File: src/hw/rtl/jhd_pkg.sv
// ----------------------------------------------------------------------------
// jhd_pkg
// Shared types, constants and character helpers for the Johab text decoder.
// ----------------------------------------------------------------------------
package jhd_pkg;

    localparam logic [15:0] SYL_BASE   = 16'hAC00;
    localparam logic [15:0] PAIR_LO    = 16'h8400;
    localparam logic [15:0] PAIR_HI    = 16'hD3FF;
    localparam logic [7:0]  HIGH_MARK  = 8'h80;
    localparam logic [4:0]  FIELD_MASK = 5'h1F;
    localparam logic [7:0]  SPACE_CHAR = 8'h20;
    localparam logic [7:0]  SPACE_MAX  = 8'hFF;
    localparam logic [4:0]  INI_MIN    = 5'd2;
    localparam logic [4:0]  INI_MAX    = 5'd20;

    typedef enum logic [1:0] {
        TK_ASCII,
        TK_PAIR,
        TK_END
    } tok_kind_t;

    // one queued result: ascii byte, raw johab pair, or the string end
    typedef struct packed {
        tok_kind_t   kind;
        logic [15:0] data;
        logic [7:0]  spaces;
    } token_t;

    function automatic logic is_alpha(input logic [7:0] b);
        return (b >= 8'h61 && b <= 8'h7A) || (b >= 8'h41 && b <= 8'h5A);
    endfunction

    function automatic logic is_alnum(input logic [7:0] b);
        return is_alpha(b) || (b >= 8'h30 && b <= 8'h39);
    endfunction

    function automatic logic is_listed(input logic [7:0] b);
        return b inside {8'h20, 8'h2D, 8'h3F, 8'h21, 8'h2E, 8'h2C, 8'h28, 8'h29,
                         8'h5B, 8'h5D, 8'h2F, 8'h2A, 8'h3A, 8'h3B, 8'h27, 8'h22,
                         8'h40};
    endfunction

    function automatic logic med_ok(input logic [4:0] m);
        return m inside {[5'd3:5'd7], [5'd10:5'd15], [5'd18:5'd23], [5'd26:5'd29]};
    endfunction

    function automatic logic [4:0] med_idx(input logic [4:0] m);
        logic [4:0] r;
        if (m <= 5'd7)
            r = m - 5'd3;
        else if (m <= 5'd15)
            r = m - 5'd5;
        else if (m <= 5'd23)
            r = m - 5'd7;
        else
            r = m - 5'd9;
        return r;
    endfunction

    function automatic logic fin_ok(input logic [4:0] f);
        return f inside {[5'd1:5'd17], [5'd19:5'd29]};
    endfunction

    function automatic logic [4:0] fin_idx(input logic [4:0] f);
        return (f <= 5'd17) ? f - 5'd1 : f - 5'd2;
    endfunction

    function automatic logic pair_ok(input logic [15:0] code);
        logic [4:0] ini;
        ini = (code[14:10]) & FIELD_MASK;
        return code >= PAIR_LO && code <= PAIR_HI && ini >= INI_MIN && ini <= INI_MAX
            && med_ok(code[9:5] & FIELD_MASK) && fin_ok(code[4:0] & FIELD_MASK);
    endfunction

endpackage

File: src/hw/rtl/jhd_byte_if.sv
// ----------------------------------------------------------------------------
// jhd_byte_if
// Raw byte channel: one Johab byte and its end-of-string flag per beat.
// ----------------------------------------------------------------------------
interface jhd_byte_if;
    logic       valid;
    logic       ready;
    logic [7:0] in_byte;
    logic       last_byte;

    modport source (output valid, output in_byte, output last_byte, input ready);
    modport sink   (input valid, input in_byte, input last_byte, output ready);
endinterface

File: src/hw/rtl/jhd_char_if.sv
// ----------------------------------------------------------------------------
// jhd_char_if
// Decoded character channel: one UTF-16 character or end item per beat.
// ----------------------------------------------------------------------------
interface jhd_char_if;
    logic        valid;
    logic        ready;
    logic [15:0] code_point;
    logic [7:0]  spaces_before;
    logic        end_of_string;

    modport source (output valid, output code_point, output spaces_before,
                    output end_of_string, input ready);
    modport sink   (input valid, input code_point, input spaces_before,
                    input end_of_string, output ready);
endinterface

File: src/hw/rtl/johab_hangul_text_decoder.sv
// ----------------------------------------------------------------------------
// johab_hangul_text_decoder
// Johab byte string to UTF-16 Hangul/ascii characters with space trimming.
// ----------------------------------------------------------------------------
// Takes one raw byte per beat on raw and gives decoded characters on text,
// each with the count of inner spaces before it, and one end item per string.
// A byte that yields at most one result is taken every cycle while the queue
// has room; a byte that yields two or three results holds raw while the front
// end pushes its leftover tokens into the queue, which takes one token a cycle
// while it is not full. A character reaches text at the earliest through the
// queue, composer stage and output register. Lead bytes, and letters that do
// not follow an alphanumeric, wait for the following byte before they resolve.
module johab_hangul_text_decoder
#(
    parameter int QUEUE_DEPTH = 4
)
(
    input  logic       clk,
    input  logic       rst_n,
    jhd_byte_if.sink   raw,
    jhd_char_if.source text
);

    logic            push_valid;
    logic            push_ready;
    jhd_pkg::token_t push_tok;
    logic            pop_valid;
    logic            pop_ready;
    jhd_pkg::token_t pop_tok;

    jhd_front u_front
    (
        .clk        (clk),
        .rst_n      (rst_n),
        .raw        (raw),
        .push_valid (push_valid),
        .push_tok   (push_tok),
        .push_ready (push_ready)
    );

    jhd_queue #(.DEPTH(QUEUE_DEPTH)) u_queue
    (
        .clk        (clk),
        .rst_n      (rst_n),
        .push_valid (push_valid),
        .push_tok   (push_tok),
        .push_ready (push_ready),
        .pop_valid  (pop_valid),
        .pop_tok    (pop_tok),
        .pop_ready  (pop_ready)
    );

    jhd_back u_back
    (
        .clk       (clk),
        .rst_n     (rst_n),
        .pop_valid (pop_valid),
        .pop_tok   (pop_tok),
        .pop_ready (pop_ready),
        .text      (text)
    );

    // only decodable pairs ever reach the composer
    a_pair_ok: assert property (@(posedge clk) disable iff (!rst_n)
        pop_valid && pop_ready && pop_tok.kind == jhd_pkg::TK_PAIR
        |-> jhd_pkg::pair_ok(pop_tok.data))
        else $error("undecodable pair queued");

    a_end_clean: assert property (@(posedge clk) disable iff (!rst_n)
        text.valid && text.end_of_string
        |-> text.code_point == 16'd0 && text.spaces_before == 8'd0)
        else $error("end item carries data");

    a_syl_range: assert property (@(posedge clk) disable iff (!rst_n)
        text.valid && !text.end_of_string && text.code_point[15:8] != 8'd0
        |-> text.code_point >= 16'hAC00 && text.code_point <= 16'hD7A3)
        else $error("syllable out of range");

    // spaces are always folded into a count, never sent as characters
    a_no_space: assert property (@(posedge clk) disable iff (!rst_n)
        text.valid && !text.end_of_string |-> text.code_point != 16'h0020
        && text.code_point != 16'h0000)
        else $error("space or null character sent");

endmodule

File: src/hw/rtl/jhd_front.sv
// ----------------------------------------------------------------------------
// jhd_front
// Accepts raw bytes, tracks pairing, lookahead and space state, and pushes
// up to three result tokens per byte toward the queue.
// ----------------------------------------------------------------------------
module jhd_front
(
    input  logic               clk,
    input  logic               rst_n,
    jhd_byte_if.sink           raw,
    output logic               push_valid,
    output jhd_pkg::token_t    push_tok,
    input  logic               push_ready
);

    logic            held_valid_reg, held_valid_next;
    logic [7:0]      held_byte_reg, held_byte_next;
    logic            prev_alnum_reg, prev_alnum_next;
    logic            seen_reg, seen_next;
    logic [7:0]      spaces_reg, spaces_next;
    jhd_pkg::token_t pend_reg [2];
    jhd_pkg::token_t pend_next [2];
    logic [1:0]      pcnt_reg, pcnt_next;

    logic            accept;
    jhd_pkg::token_t list [3];
    logic [1:0]      ntok;

    // per-byte decisions
    logic            a_v;
    jhd_pkg::token_t a_tok;
    logic            a_alnum;
    logic            b_v;
    logic            b_space;
    logic            do_b;
    logic            pa_mid;
    logic            seen_mid;
    logic [7:0]      spaces_mid;
    logic [15:0]     pair_code;

    assign raw.ready = (pcnt_reg == 2'd0) && push_ready;
    assign accept    = raw.valid && raw.ready;
    assign pair_code = {held_byte_reg, raw.in_byte};

    always_comb
    begin
        a_v             = 1'b0;
        a_alnum         = 1'b0;
        a_tok           = '{kind: jhd_pkg::TK_ASCII, data: {8'd0, held_byte_reg},
                            spaces: spaces_reg};
        b_v             = 1'b0;
        b_space         = 1'b0;
        do_b            = 1'b1;
        held_valid_next = 1'b0;
        held_byte_next  = 8'd0;

        // resolve the byte held from the previous beat
        if (held_valid_reg)
        begin
            if (held_byte_reg >= jhd_pkg::HIGH_MARK)
            begin
                do_b = 1'b0;
                if (jhd_pkg::pair_ok(pair_code))
                begin
                    a_v        = 1'b1;
                    a_tok.kind = jhd_pkg::TK_PAIR;
                    a_tok.data = pair_code;
                end
            end
            else if (jhd_pkg::is_alnum(raw.in_byte))
            begin
                a_v     = 1'b1;
                a_alnum = 1'b1;
            end
        end

        pa_mid     = a_v ? a_alnum : prev_alnum_reg;
        seen_mid   = a_v ? 1'b1 : seen_reg;
        spaces_mid = a_v ? 8'd0 : spaces_reg;

        if (do_b)
        begin
            if (raw.in_byte >= jhd_pkg::HIGH_MARK)
            begin
                held_valid_next = !raw.last_byte;
                held_byte_next  = raw.last_byte ? 8'd0 : raw.in_byte;
            end
            else if (raw.in_byte == 8'd0)
            begin
                b_v = 1'b0;
            end
            else if (jhd_pkg::is_alpha(raw.in_byte))
            begin
                if (pa_mid)
                    b_v = 1'b1;
                else if (!raw.last_byte)
                begin
                    held_valid_next = 1'b1;
                    held_byte_next  = raw.in_byte;
                end
            end
            else if (jhd_pkg::is_alnum(raw.in_byte) || jhd_pkg::is_listed(raw.in_byte))
            begin
                b_v = 1'b1;
            end
        end

        b_space         = b_v && (raw.in_byte == jhd_pkg::SPACE_CHAR);
        prev_alnum_next = pa_mid;
        seen_next       = seen_mid;
        spaces_next     = spaces_mid;
        if (b_space)
        begin
            prev_alnum_next = 1'b0;
            if (seen_mid && spaces_mid != jhd_pkg::SPACE_MAX)
                spaces_next = spaces_mid + 8'd1;
        end
        else if (b_v)
        begin
            prev_alnum_next = jhd_pkg::is_alnum(raw.in_byte);
            seen_next       = 1'b1;
            spaces_next     = 8'd0;
        end

        // order the tokens of this beat
        ntok = 2'd0;
        for (int i = 0; i < 3; i++)
            list[i] = '{kind: jhd_pkg::TK_END, data: 16'd0, spaces: 8'd0};
        if (a_v)
        begin
            list[ntok] = a_tok;
            ntok       = ntok + 2'd1;
        end
        if (b_v && !b_space)
        begin
            list[ntok] = '{kind: jhd_pkg::TK_ASCII, data: {8'd0, raw.in_byte},
                           spaces: spaces_mid};
            ntok       = ntok + 2'd1;
        end
        if (raw.last_byte)
        begin
            list[ntok] = '{kind: jhd_pkg::TK_END, data: 16'd0, spaces: 8'd0};
            ntok       = ntok + 2'd1;
            held_valid_next = 1'b0;
            held_byte_next  = 8'd0;
            prev_alnum_next = 1'b0;
            seen_next       = 1'b0;
            spaces_next     = 8'd0;
        end
    end

    // push side: leftover tokens first, else the first token of the new byte
    always_comb
    begin
        pend_next[0] = pend_reg[0];
        pend_next[1] = pend_reg[1];
        pcnt_next    = pcnt_reg;
        if (pcnt_reg != 2'd0)
        begin
            push_valid = 1'b1;
            push_tok   = pend_reg[0];
            if (push_ready)
            begin
                pend_next[0] = pend_reg[1];
                pcnt_next    = pcnt_reg - 2'd1;
            end
        end
        else
        begin
            push_valid = accept && (ntok != 2'd0);
            push_tok   = list[0];
            if (accept && ntok != 2'd0)
            begin
                pend_next[0] = list[1];
                pend_next[1] = list[2];
                pcnt_next    = ntok - 2'd1;
            end
        end
    end

    always_ff @(posedge clk or negedge rst_n)
    begin
        if (!rst_n)
        begin
            held_valid_reg <= 1'b0;
            held_byte_reg  <= 8'd0;
            prev_alnum_reg <= 1'b0;
            seen_reg       <= 1'b0;
            spaces_reg     <= 8'd0;
            pcnt_reg       <= 2'd0;
        end
        else
        begin
            if (accept)
            begin
                held_valid_reg <= held_valid_next;
                held_byte_reg  <= held_byte_next;
                prev_alnum_reg <= prev_alnum_next;
                seen_reg       <= seen_next;
                spaces_reg     <= spaces_next;
            end
            pcnt_reg <= pcnt_next;
        end
    end

    always_ff @(posedge clk)
    begin
        pend_reg[0] <= pend_next[0];
        pend_reg[1] <= pend_next[1];
    end

endmodule

File: src/hw/rtl/jhd_queue.sv
// ----------------------------------------------------------------------------
// jhd_queue
// Small token queue between the front and back ends.
// ----------------------------------------------------------------------------
module jhd_queue
#(
    parameter int DEPTH = 4
)
(
    input  logic            clk,
    input  logic            rst_n,
    input  logic            push_valid,
    input  jhd_pkg::token_t push_tok,
    output logic            push_ready,
    output logic            pop_valid,
    output jhd_pkg::token_t pop_tok,
    input  logic            pop_ready
);

    localparam int AW = (DEPTH > 1) ? $clog2(DEPTH) : 1;
    localparam int CW = $clog2(DEPTH + 1);

    jhd_pkg::token_t store_reg [DEPTH];
    logic [AW-1:0]   wr_ptr_reg, wr_ptr_next;
    logic [AW-1:0]   rd_ptr_reg, rd_ptr_next;
    logic [CW-1:0]   count_reg, count_next;
    logic            do_push;
    logic            do_pop;

    assign push_ready = (count_reg != CW'(DEPTH));
    assign pop_valid  = (count_reg != '0);
    assign pop_tok    = store_reg[rd_ptr_reg];
    assign do_push    = push_valid && push_ready;
    assign do_pop     = pop_valid && pop_ready;

    always_comb
    begin
        wr_ptr_next = wr_ptr_reg;
        rd_ptr_next = rd_ptr_reg;
        count_next  = count_reg;
        if (do_push)
            wr_ptr_next = (wr_ptr_reg == AW'(DEPTH - 1)) ? '0 : wr_ptr_reg + AW'(1);
        if (do_pop)
            rd_ptr_next = (rd_ptr_reg == AW'(DEPTH - 1)) ? '0 : rd_ptr_reg + AW'(1);
        if (do_push && !do_pop)
            count_next = count_reg + CW'(1);
        else if (do_pop && !do_push)
            count_next = count_reg - CW'(1);
    end

    always_ff @(posedge clk or negedge rst_n)
    begin
        if (!rst_n)
        begin
            wr_ptr_reg <= '0;
            rd_ptr_reg <= '0;
            count_reg  <= '0;
        end
        else
        begin
            wr_ptr_reg <= wr_ptr_next;
            rd_ptr_reg <= rd_ptr_next;
            count_reg  <= count_next;
        end
    end

    always_ff @(posedge clk)
    begin
        if (do_push)
            store_reg[wr_ptr_reg] <= push_tok;
    end

endmodule

File: src/hw/rtl/jhd_back.sv
// ----------------------------------------------------------------------------
// jhd_back
// Turns queued tokens into characters: Johab pairs go through a two-stage
// syllable composer, ascii and end items ride along.
// ----------------------------------------------------------------------------
module jhd_back
(
    input  logic               clk,
    input  logic               rst_n,
    input  logic               pop_valid,
    input  jhd_pkg::token_t    pop_tok,
    output logic               pop_ready,
    jhd_char_if.source         text
);

    logic                s1_valid_reg;
    jhd_pkg::tok_kind_t  s1_kind_reg;
    logic [15:0]         s1_data_reg;
    logic [8:0]          s1_idx_reg;
    logic [4:0]          s1_fin_reg;
    logic [7:0]          s1_spaces_reg;

    logic                s2_valid_reg;
    logic [15:0]         s2_cp_reg;
    logic [7:0]          s2_spaces_reg;
    logic                s2_end_reg;

    logic                s2_en;
    logic                s1_en;
    logic [4:0]          ini_off;
    logic [8:0]          idx_next;
    logic [15:0]         cp_next;

    assign s2_en     = !s2_valid_reg || text.ready;
    assign s1_en     = !s1_valid_reg || s2_en;
    assign pop_ready = s1_en;

    // syllable index before the final consonant: (ini - 2) * 21 + med
    assign ini_off  = pop_tok.data[14:10] - jhd_pkg::INI_MIN;
    assign idx_next = 9'(9'(ini_off) * 9'd21) + 9'(jhd_pkg::med_idx(pop_tok.data[9:5]));

    always_comb
    begin
        case (s1_kind_reg)
            jhd_pkg::TK_PAIR:  cp_next = jhd_pkg::SYL_BASE + 16'(16'(s1_idx_reg) * 16'd28)
                                         + 16'(s1_fin_reg);
            jhd_pkg::TK_ASCII: cp_next = s1_data_reg;
            jhd_pkg::TK_END:   cp_next = 16'd0;
            default:           cp_next = 16'd0;
        endcase
    end

    always_ff @(posedge clk or negedge rst_n)
    begin
        if (!rst_n)
        begin
            s1_valid_reg <= 1'b0;
            s2_valid_reg <= 1'b0;
        end
        else
        begin
            if (s1_en)
                s1_valid_reg <= pop_valid;
            if (s2_en)
                s2_valid_reg <= s1_valid_reg;
        end
    end

    always_ff @(posedge clk)
    begin
        if (s1_en)
        begin
            s1_kind_reg   <= pop_tok.kind;
            s1_data_reg   <= pop_tok.data;
            s1_idx_reg    <= idx_next;
            s1_fin_reg    <= jhd_pkg::fin_idx(pop_tok.data[4:0]);
            s1_spaces_reg <= pop_tok.spaces;
        end
        if (s2_en)
        begin
            s2_cp_reg     <= cp_next;
            s2_spaces_reg <= s1_spaces_reg;
            s2_end_reg    <= (s1_kind_reg == jhd_pkg::TK_END);
        end
    end

    assign text.valid         = s2_valid_reg;
    assign text.code_point    = s2_cp_reg;
    assign text.spaces_before = s2_spaces_reg;
    assign text.end_of_string = s2_end_reg;

endmodule
File: src/flat_wrapper.sv
// flat-port wrapper written by rule: the top's interface ports become plain ports
module johab_hangul_text_decoder_flat 
#(
    parameter int QUEUE_DEPTH = 4
)
  (clk, rst_n, raw_valid, raw_in_byte, raw_last_byte, raw_ready, text_valid, text_code_point, text_spaces_before, text_end_of_string, text_ready);
  jhd_byte_if raw_i ();
  jhd_char_if text_i ();
  input  logic clk;
  input  logic rst_n;
  input wire logic [$bits(raw_i.valid)-1:0] raw_valid;
  input wire logic [$bits(raw_i.in_byte)-1:0] raw_in_byte;
  input wire logic [$bits(raw_i.last_byte)-1:0] raw_last_byte;
  output wire logic [$bits(raw_i.ready)-1:0] raw_ready;
  output wire logic [$bits(text_i.valid)-1:0] text_valid;
  output wire logic [$bits(text_i.code_point)-1:0] text_code_point;
  output wire logic [$bits(text_i.spaces_before)-1:0] text_spaces_before;
  output wire logic [$bits(text_i.end_of_string)-1:0] text_end_of_string;
  input wire logic [$bits(text_i.ready)-1:0] text_ready;
  assign raw_i.valid = raw_valid;
  assign raw_i.in_byte = raw_in_byte;
  assign raw_i.last_byte = raw_last_byte;
  assign raw_ready = raw_i.ready;
  assign text_valid = text_i.valid;
  assign text_code_point = text_i.code_point;
  assign text_spaces_before = text_i.spaces_before;
  assign text_end_of_string = text_i.end_of_string;
  assign text_i.ready = text_ready;
  johab_hangul_text_decoder #(.QUEUE_DEPTH(QUEUE_DEPTH)) u_core (.clk(clk), .rst_n(rst_n), .raw(raw_i), .text(text_i));
endmodule
File: config.mk
export PLATFORM = sky130hd
export DESIGN_NAME = johab_hangul_text_decoder_flat
export DESIGN_NICKNAME = d
export VERILOG_FILES = /design/src/hw/rtl/jhd_pkg.sv /design/src/hw/rtl/jhd_byte_if.sv /design/src/hw/rtl/jhd_char_if.sv /design/src/hw/rtl/johab_hangul_text_decoder.sv /design/src/hw/rtl/jhd_front.sv /design/src/hw/rtl/jhd_queue.sv /design/src/hw/rtl/jhd_back.sv /design/src/flat_wrapper.sv
export SDC_FILE = /design/constraint.sdc
export NUM_CORES = 1
export LEC_CHECK = 0
export BUFFER_PORTS_ARGS = -buffer_cell sky130_fd_sc_hd__buf_2
export CORE_MARGIN = 2
export CORE_UTILIZATION = 56
export CTS_CLUSTER_DIAMETER = 80
export DETAILED_ROUTE_END_ITERATION = 10
export GPL_ROUTABILITY_DRIVEN = 1
export PLACE_DENSITY = 0.76
export SYNTH_ARGS = -nofsm -noshare
export SYNTH_HDL_FRONTEND = slang
export SYNTH_HIERARCHICAL = 1
export SYNTH_SLANG_ARGS = --single-unit
File: constraint.sdc
create_clock -name clk -period 4.5 [get_ports clk]
set_input_delay 1.125 -clock clk [delete_from_list [all_inputs] [get_ports clk]]
set_output_delay 1.125 -clock clk [all_outputs]
set_load 0.01 [all_outputs]
# [Word-level counts from Yosys, hierarchy flattened]
# Memory sizes are Yosys's and may differ from the RTL's.
# Cells that the tools add are included.
[op_classes] n_addsub=19 multipliers=2 magnitude_cmp=32 eq_ne=24 muxes=73 bitwise=5 n_reduce_logical=49
[ops] op="26-bit two-way mux" n=7
[ops] op="78-bit two-way mux" n=2
[ops] op="8-bit by 6-bit == test with 1-bit output, second input constant" n=14
[ops] op="26-bit demux with 2-bit select" n=2
[ops] op="8-bit two-way mux" n=11
[ops] op="78-bit bitwise mux" n=1
[ops] op="75-bit AND" n=1
[ops] op="75-bit NOT" n=1
[ops] op="52-bit two-way mux" n=1
[ops] op="5-bit less-or-equal comparator, second input constant" n=7
[ops] op="17-bit two-way mux" n=2
[ops] op="1-bit two-way mux" n=32
[ops] op="16-bit case mux with 2 select lines" n=1
[ops] op="1-bit logical AND" n=26
[ops] op="8-bit by 7-bit == test with 1-bit output, second input constant" n=3
[ops] op="5-bit two-way mux" n=4
[ops] op="18-bit two-way mux" n=1
[ops] op="17-bit nonzero test" n=1
[ops] op="16-bit by 14-bit adder with 16-bit output, first input constant" n=1
[ops] op="16-bit by 5-bit adder with 16-bit output" n=1
[ops] op="16-bit >= comparator, second input constant" n=1
[ops] op="8-bit by 7-bit >= comparator with 1-bit output, second input constant" n=2
[ops] op="8-bit >= comparator, second input constant" n=2
[ops] op="16-bit less-or-equal comparator, second input constant" n=1
[ops] op="other kinds (40)" n=79
[totals] register_bits=95 ramBits=156 input_bits=13 out_inout_bits=27 wordCells=225 memories=2
[mem_list] memory="u_core.u_queue.store_reg" depth=4 word_bits=26 rd=1 rd_clocked_by_memory_dff=0 wr=1 line_no="jhd_queue.sv:23" rtl="jhd_pkg::token_t store_reg [DEPTH];"
[mem_list] memory="u_core.u_front.pend_reg" depth=2 word_bits=26 rd=2 rd_clocked_by_memory_dff=0 wr=2 line_no="jhd_front.sv:21" rtl="jhd_pkg::token_t pend_reg [2];"

# [Logic depth before layout (Yosys ltp)]
[logic_depth] depth_word=29 mapped_depth=21 ltp_nobuf=19

# [Cells and area by module]
# The synthesis kept the hierarchy.
[by_module_without_submodules] mod="jhd_queue" instances=1 cells_per_inst=172 area_each_um2=4189.0 seq_area_each_um2=3298.2
[by_module_without_submodules] mod="jhd_back" instances=1 cells_per_inst=336 area_each_um2=4165.2 seq_area_each_um2=2001.9
[by_module_without_submodules] mod="jhd_front" instances=1 cells_per_inst=267 area_each_um2=2443.6 seq_area_each_um2=1036.0

# [Least setup slack after synthesis]
# Ideal clock, no wire load.
[synth_path] kind="input to register" startpoint="input port raw_in_byte[0]" endpoint="register u_core.u_queue.count_reg[1]" setup_time_ns=0.125 arrival_time_ns=4.641 t_required_ns=4.375 slack_ns=-0.266 path_stages=17 n_path_buf=2 cell_sequence="buf_6 or4_4 or2_1 buf_6 a211o_1 a31oi_4 nand2_1 inv_1 ha_1 o31ai_1 a31o_2 nand2_1 and2_4 ha_1 inv_1 fa_1 mux2_2"
[synth_via] elab_cells_between_ends=76 classes_between="add/sub: 2; order compare: 13; eq/ne: 17; mux: 18; reduce/logical: 26"
[synth_lines] item="from (decl)" line_no="flat_wrapper.sv:12" rtl="input wire logic [$bits(raw_i.in_byte)-1:0] raw_in_byte;"
[synth_lines] item="16-bit >= comparator or 16-bit less-or-equal comparator (tied branches)" line_no="jhd_pkg.sv:72" rtl="return code >= PAIR_LO && code <= PAIR_HI && ini >= INI_MIN && ini <= INI_MAX"
[synth_lines] item="1-bit logical AND (3 in series)" line_no="jhd_pkg.sv:72"
[synth_lines] item="1-bit logical AND (2 in series)" line_no="jhd_pkg.sv:73" rtl="&& med_ok(code[9:5] & FIELD_MASK) && fin_ok(code[4:0] & FIELD_MASK);"
[synth_lines] item="1-bit two-way mux" line_no="jhd_front.sv:63" rtl="if (jhd_pkg::pair_ok(pair_code))"
[synth_lines] item="1-bit two-way mux" line_no="jhd_front.sv:60" rtl="if (held_byte_reg >= jhd_pkg::HIGH_MARK)"
[synth_lines] item="1-bit two-way mux" line_no="jhd_front.sv:58" rtl="if (held_valid_reg)"
[synth_lines] item="1-bit two-way mux" line_no="jhd_front.sv:77" rtl="pa_mid = a_v ? a_alnum : prev_alnum_reg;"
[synth_lines] item="1-bit two-way mux" line_no="jhd_front.sv:94" rtl="if (pa_mid)"
[synth_lines] item="[... 11 more ...]"
[synth_lines] item="1-bit logical AND (*)" line_no="jhd_front.sv:170" rtl="push_valid = accept && (ntok != 2'd0);"
[synth_lines] item="1-bit two-way mux (*)" line_no="jhd_front.sv:158" rtl="if (pcnt_reg != 2'd0)"
[synth_lines] item="net u_core.push_valid" line_no="johab_hangul_text_decoder.sv:24" rtl="logic push_valid;"
[synth_lines] item="1-bit logical AND (*)" line_no="jhd_queue.sv:33" rtl="assign do_push = push_valid && push_ready;"
[synth_lines] item="net u_core.u_queue.do_push" line_no="jhd_queue.sv:27" rtl="logic do_push;"
[synth_lines] item="1-bit logical AND (*)" line_no="jhd_queue.sv:45" rtl="if (do_push && !do_pop)"
[synth_lines] item="3-bit two-way mux (*)" line_no="jhd_queue.sv:45"
[synth_lines] item="net u_core.u_queue.count_next[1]" line_no="jhd_queue.sv:26" rtl="logic [CW-1:0] count_reg, count_next;"
[synth_lines] item="to (signal assigned)" line_no="jhd_queue.sv:63" rtl="count_reg <= count_next;"
[synth_lines] item="to (decl)" line_no="jhd_queue.sv:26"
# Mark *: on every way through the listed nets, which the timed path passes. The rest lies on a longest branch.
# A chain may end at the register's enable or synchronous reset.

==> impl_metrics.py <==
metrics = {
    "run_status": {
        "status": "complete, no violations",
    },
    "grt": {
        "track_usage": 0.209,
        "antenna_found_initial": 0,
        "grt_max_degree": 42,
        "grt_overflow_total": 0,
        "grt_pass1_vias": 6628,
        "grt_pass1_wl_um": 33300,
    },
    "sta": {
        "fin_worst_skew_ps": 22.3,
        "rsz0062_at_grt": "false",
        "min_period_ps": 4280,
        "tightest_slew_ps": 1170,
        "worst_slack_ps": 224,
        "clock.fmax_ghz": 0.234,
        "maxSlewViolCount": 0,
        "hold_violations": 0,
        "setup_tns_ps": 0,
        "final-setup-viol-count": 0,
        "fin_crit_sh": 0.950,
        "slew_headroom": 0.218,
    },
    "final_layout": {
        "area_growth_pct": 13.2,
        "largest_reg_flops": 104,
        "drive_gt1_frac": 0.212,
        "layout_commonest_cell": "edfxtp_1",
        "most-common-layout-cells": "edfxtp_1, ha_1, nand2_1",
        "num_antenna_cells": 0,
        "nNetsFinal": 938,
        "n_fill_cell": 1334,
    },
    "cts": {
        "clk_latency_ps": 510,
        "cts_buffer_depth": 3,
        "cts.sinks": 216,
        "path_clk_slew_ps": 60,
        "cts_root_buf": "clkbuf_16",
        "hold_buffers": 0,
        "cts_tree": "yes",
        "cts_max_level": 1,
        "numCtsBuffers": 23,
    },
    "floorplanning": {
        "rows": 50,
        "io_pins": 40,
        "fp.dieW_um": 143,
        "dieArea_um2": 20400,
        "core_um2": 18800,
        "start_util": 0.573,
        "dieHeight_um": 143,
    },
    "setup_path": {
        "path_max_fanout": 5,
        "cp_common_cell": "inv_1",
        "r2r_setup_slack_ps": 220,
        "critPathTopFamily": "adder cells",
        "slowest_delay_ps": 600,
        "reg2reg_from": "u_core/u_queue/rd_ptr_reg[0]$_DFFE_PN0P_",
        "required_ps": 4750,
        "r2r_end": "u_core/u_back/s1_idx_reg[8]$_DFFE_PP_",
        "crit_type": "register to register",
        "cp_slowest_cell": "mux4_2",
        "start_kind": "register",
        "cp.arrival_ps": 4520,
        "worst-path-buf-inv": 4,
        "critical_path.cell_chain": "mux4_2 -> inv_2 -> ha_4 -> inv_1 -> o21ai_1 -> a21boi_0 -> or2_2 -> ha_1 -> ha_1 -> inv_1 -> fa_1 -> inv_1 -> ha_4 -> a21oi_1 -> nor2_1 -> nor2_1 -> o21bai_1 -> a21oi_1 -> xnor2_1",
        "r2r_cells": 19,
        "cp-end-kind": "register",
    },
    "min_path": {
        "whs_endpoint": "u_core/u_back/text.spaces_before[7]$_DFFE_PP_",
        "min_from": "u_core/u_back/s1_spaces_reg[7]$_DFFE_PP_",
        "min_path_cells": 0,
        "hold_path.class": "register to register",
    },
    "drt": {
        "drt_pass1_iterations": 7,
        "wl_um": 20600,
        "drc": 0,
        "route.vias.total": 6487,
        "ant_nets": 0,
        "wl_per_cell_um": 18.2,
        "drt-initial-drc-count": 441,
        "via_per_inst": 5.75,
    },
    "synth": {
        "synth_area_leaders": "edfxtp_1, dfrtp_1, ha_1, mux4_2, fa_1",
        "synth_top_area_frac": 0.517,
        "ys_seq_elements": 216,
        "synth-seq-area-share": 0.587,
        "syn_area_per_cell_um2": 13.9,
        "synthCells": 775,
        "async_flop_share": 0.139,
        "ys_types": 82,
        "synth.yosys.warnings": 6,
        "synth_edf_count": 186,
        "synth_ff_type": "edfxtp_1",
        "synth_area_um2": 10800,
        "yosys.area.top_type": "edfxtp_1",
    },
    "job": {
        "max_cap_violations": 0,
    },
    "place": {
        "place.gp.congestion": 0.914,
        "dp_slack_ps": -115,
        "io_buffers": 39,
        "hpwl_um": 14000,
    },
}
cell usage after synthesis (4+ instances only):
cell      count
o21ai_1      12
nor2_1       43
edfxtp_1    186
o31ai_1       5
mux2_2        4
mux2i_1      11
clkbuf_1     17
nor2b_1       4
dfrtp_1      30
mux4_2       26
fa_1         15
nor3_1       11
ha_1         56
and2_1       16
o21ai_0      22
nand4_1       8
buf_4         4
a211oi_1     10
inv_1        41
a22o_1       15
xnor2_1      19
a21o_1        6
nand2b_1     13
and3_2        4
a21oi_1      24
nand2_1      51
xor2_1       13
a31oi_1      10
nand3_1      15
kinds of logic after synthesis:
kind of cell    Yosys count  share of synthesized area
other cells               1                   0.000347
fa+ha+maj                71                     0.0927
flops                   216                      0.587
xor+xnor                 33                     0.0275
mux                      43                     0.0714
simple gates            200                     0.0988
compound gates          138                     0.0906
buf+inv                  73                     0.0319
final cells by class:
type	instances	area (µm²)	area share
Tap cell	260	325	0.0266
Inverter	43	161	0.0132
Timing Repair Buffer	76	477	0.0390
Multi-Input combinational cell	494	4240	0.347
Sequential cell	216	6340	0.518
Clock inverter	11	91.3	0.00747
Clock buffer	29	598	0.0489
worst register-to-register path: cells and delay by family, from the launching register on:
family                     cells  cell delay, ps
muxes                          1             600
buffers and inverters          4             310
xor gates and xnor gates       1              90
DFF                            1             430
and+or+nand+nor                3             490
adders and majority gates      5            1530
AOI/OAI and AO/OA              5             600
metal layers:
layer  global-route usage  part of all wire  vias up
li1                     -                 -     3068
met1                0.259              0.41     3200
met2                0.384              0.52      180
met3               0.0295             0.044       39
met4               0.0625             0.024        0
met5                    0                 0        -
per-stage QoR:
stage	util	cell area, µm²	hold slack [ps]	cells
2_1_floorplan	-	10900	400	783
3_3_place_gp	0.608	11400	406	1081
3_5_place_dp	0.608	11400	405	1081
4_1_cts	0.646	12200	420	1124
5_1_grt	0.649	12200	429	1129
6_report	0.649	12200	419	1129
worst max-delay path by stage:
stage,start,end,slack [ps],cells past startpoint
floorplan,u_core/u_queue/rd_ptr_reg[0]$_DFFE_PN0P_,u_core/u_back/s1_idx_reg[8]$_DFFE_PP_,10,21
global placement,raw_in_byte[2],u_core/u_queue/count_reg[2]$_DFFE_PN0P_,2,19
detailed placement,raw_in_byte[2],u_core/u_queue/count_reg[2]$_DFFE_PN0P_,-120,19
CTS,u_core/u_queue/rd_ptr_reg[0]$_DFFE_PN0P_,u_core/u_back/s1_idx_reg[8]$_DFFE_PP_,60,19
global route,u_core/u_queue/rd_ptr_reg[1]$_DFFE_PN0P_,u_core/u_back/s1_idx_reg[8]$_DFFE_PP_,1,17
finish,u_core/u_queue/rd_ptr_reg[0]$_DFFE_PN0P_,u_core/u_back/s1_idx_reg[8]$_DFFE_PP_,220,19
timing repair:
| action | CTS | global route |
|---|---|---|
| setup buffers | 3 | 5 |
| setup endpoints to repair | 1 | 3 |
| resized for setup | 1 | 10 |
| pin swaps | 0 | 2 |
Power is not shown: default switching activity piles up to over one toggle a cycle in this logic, so the estimate is an artifact.
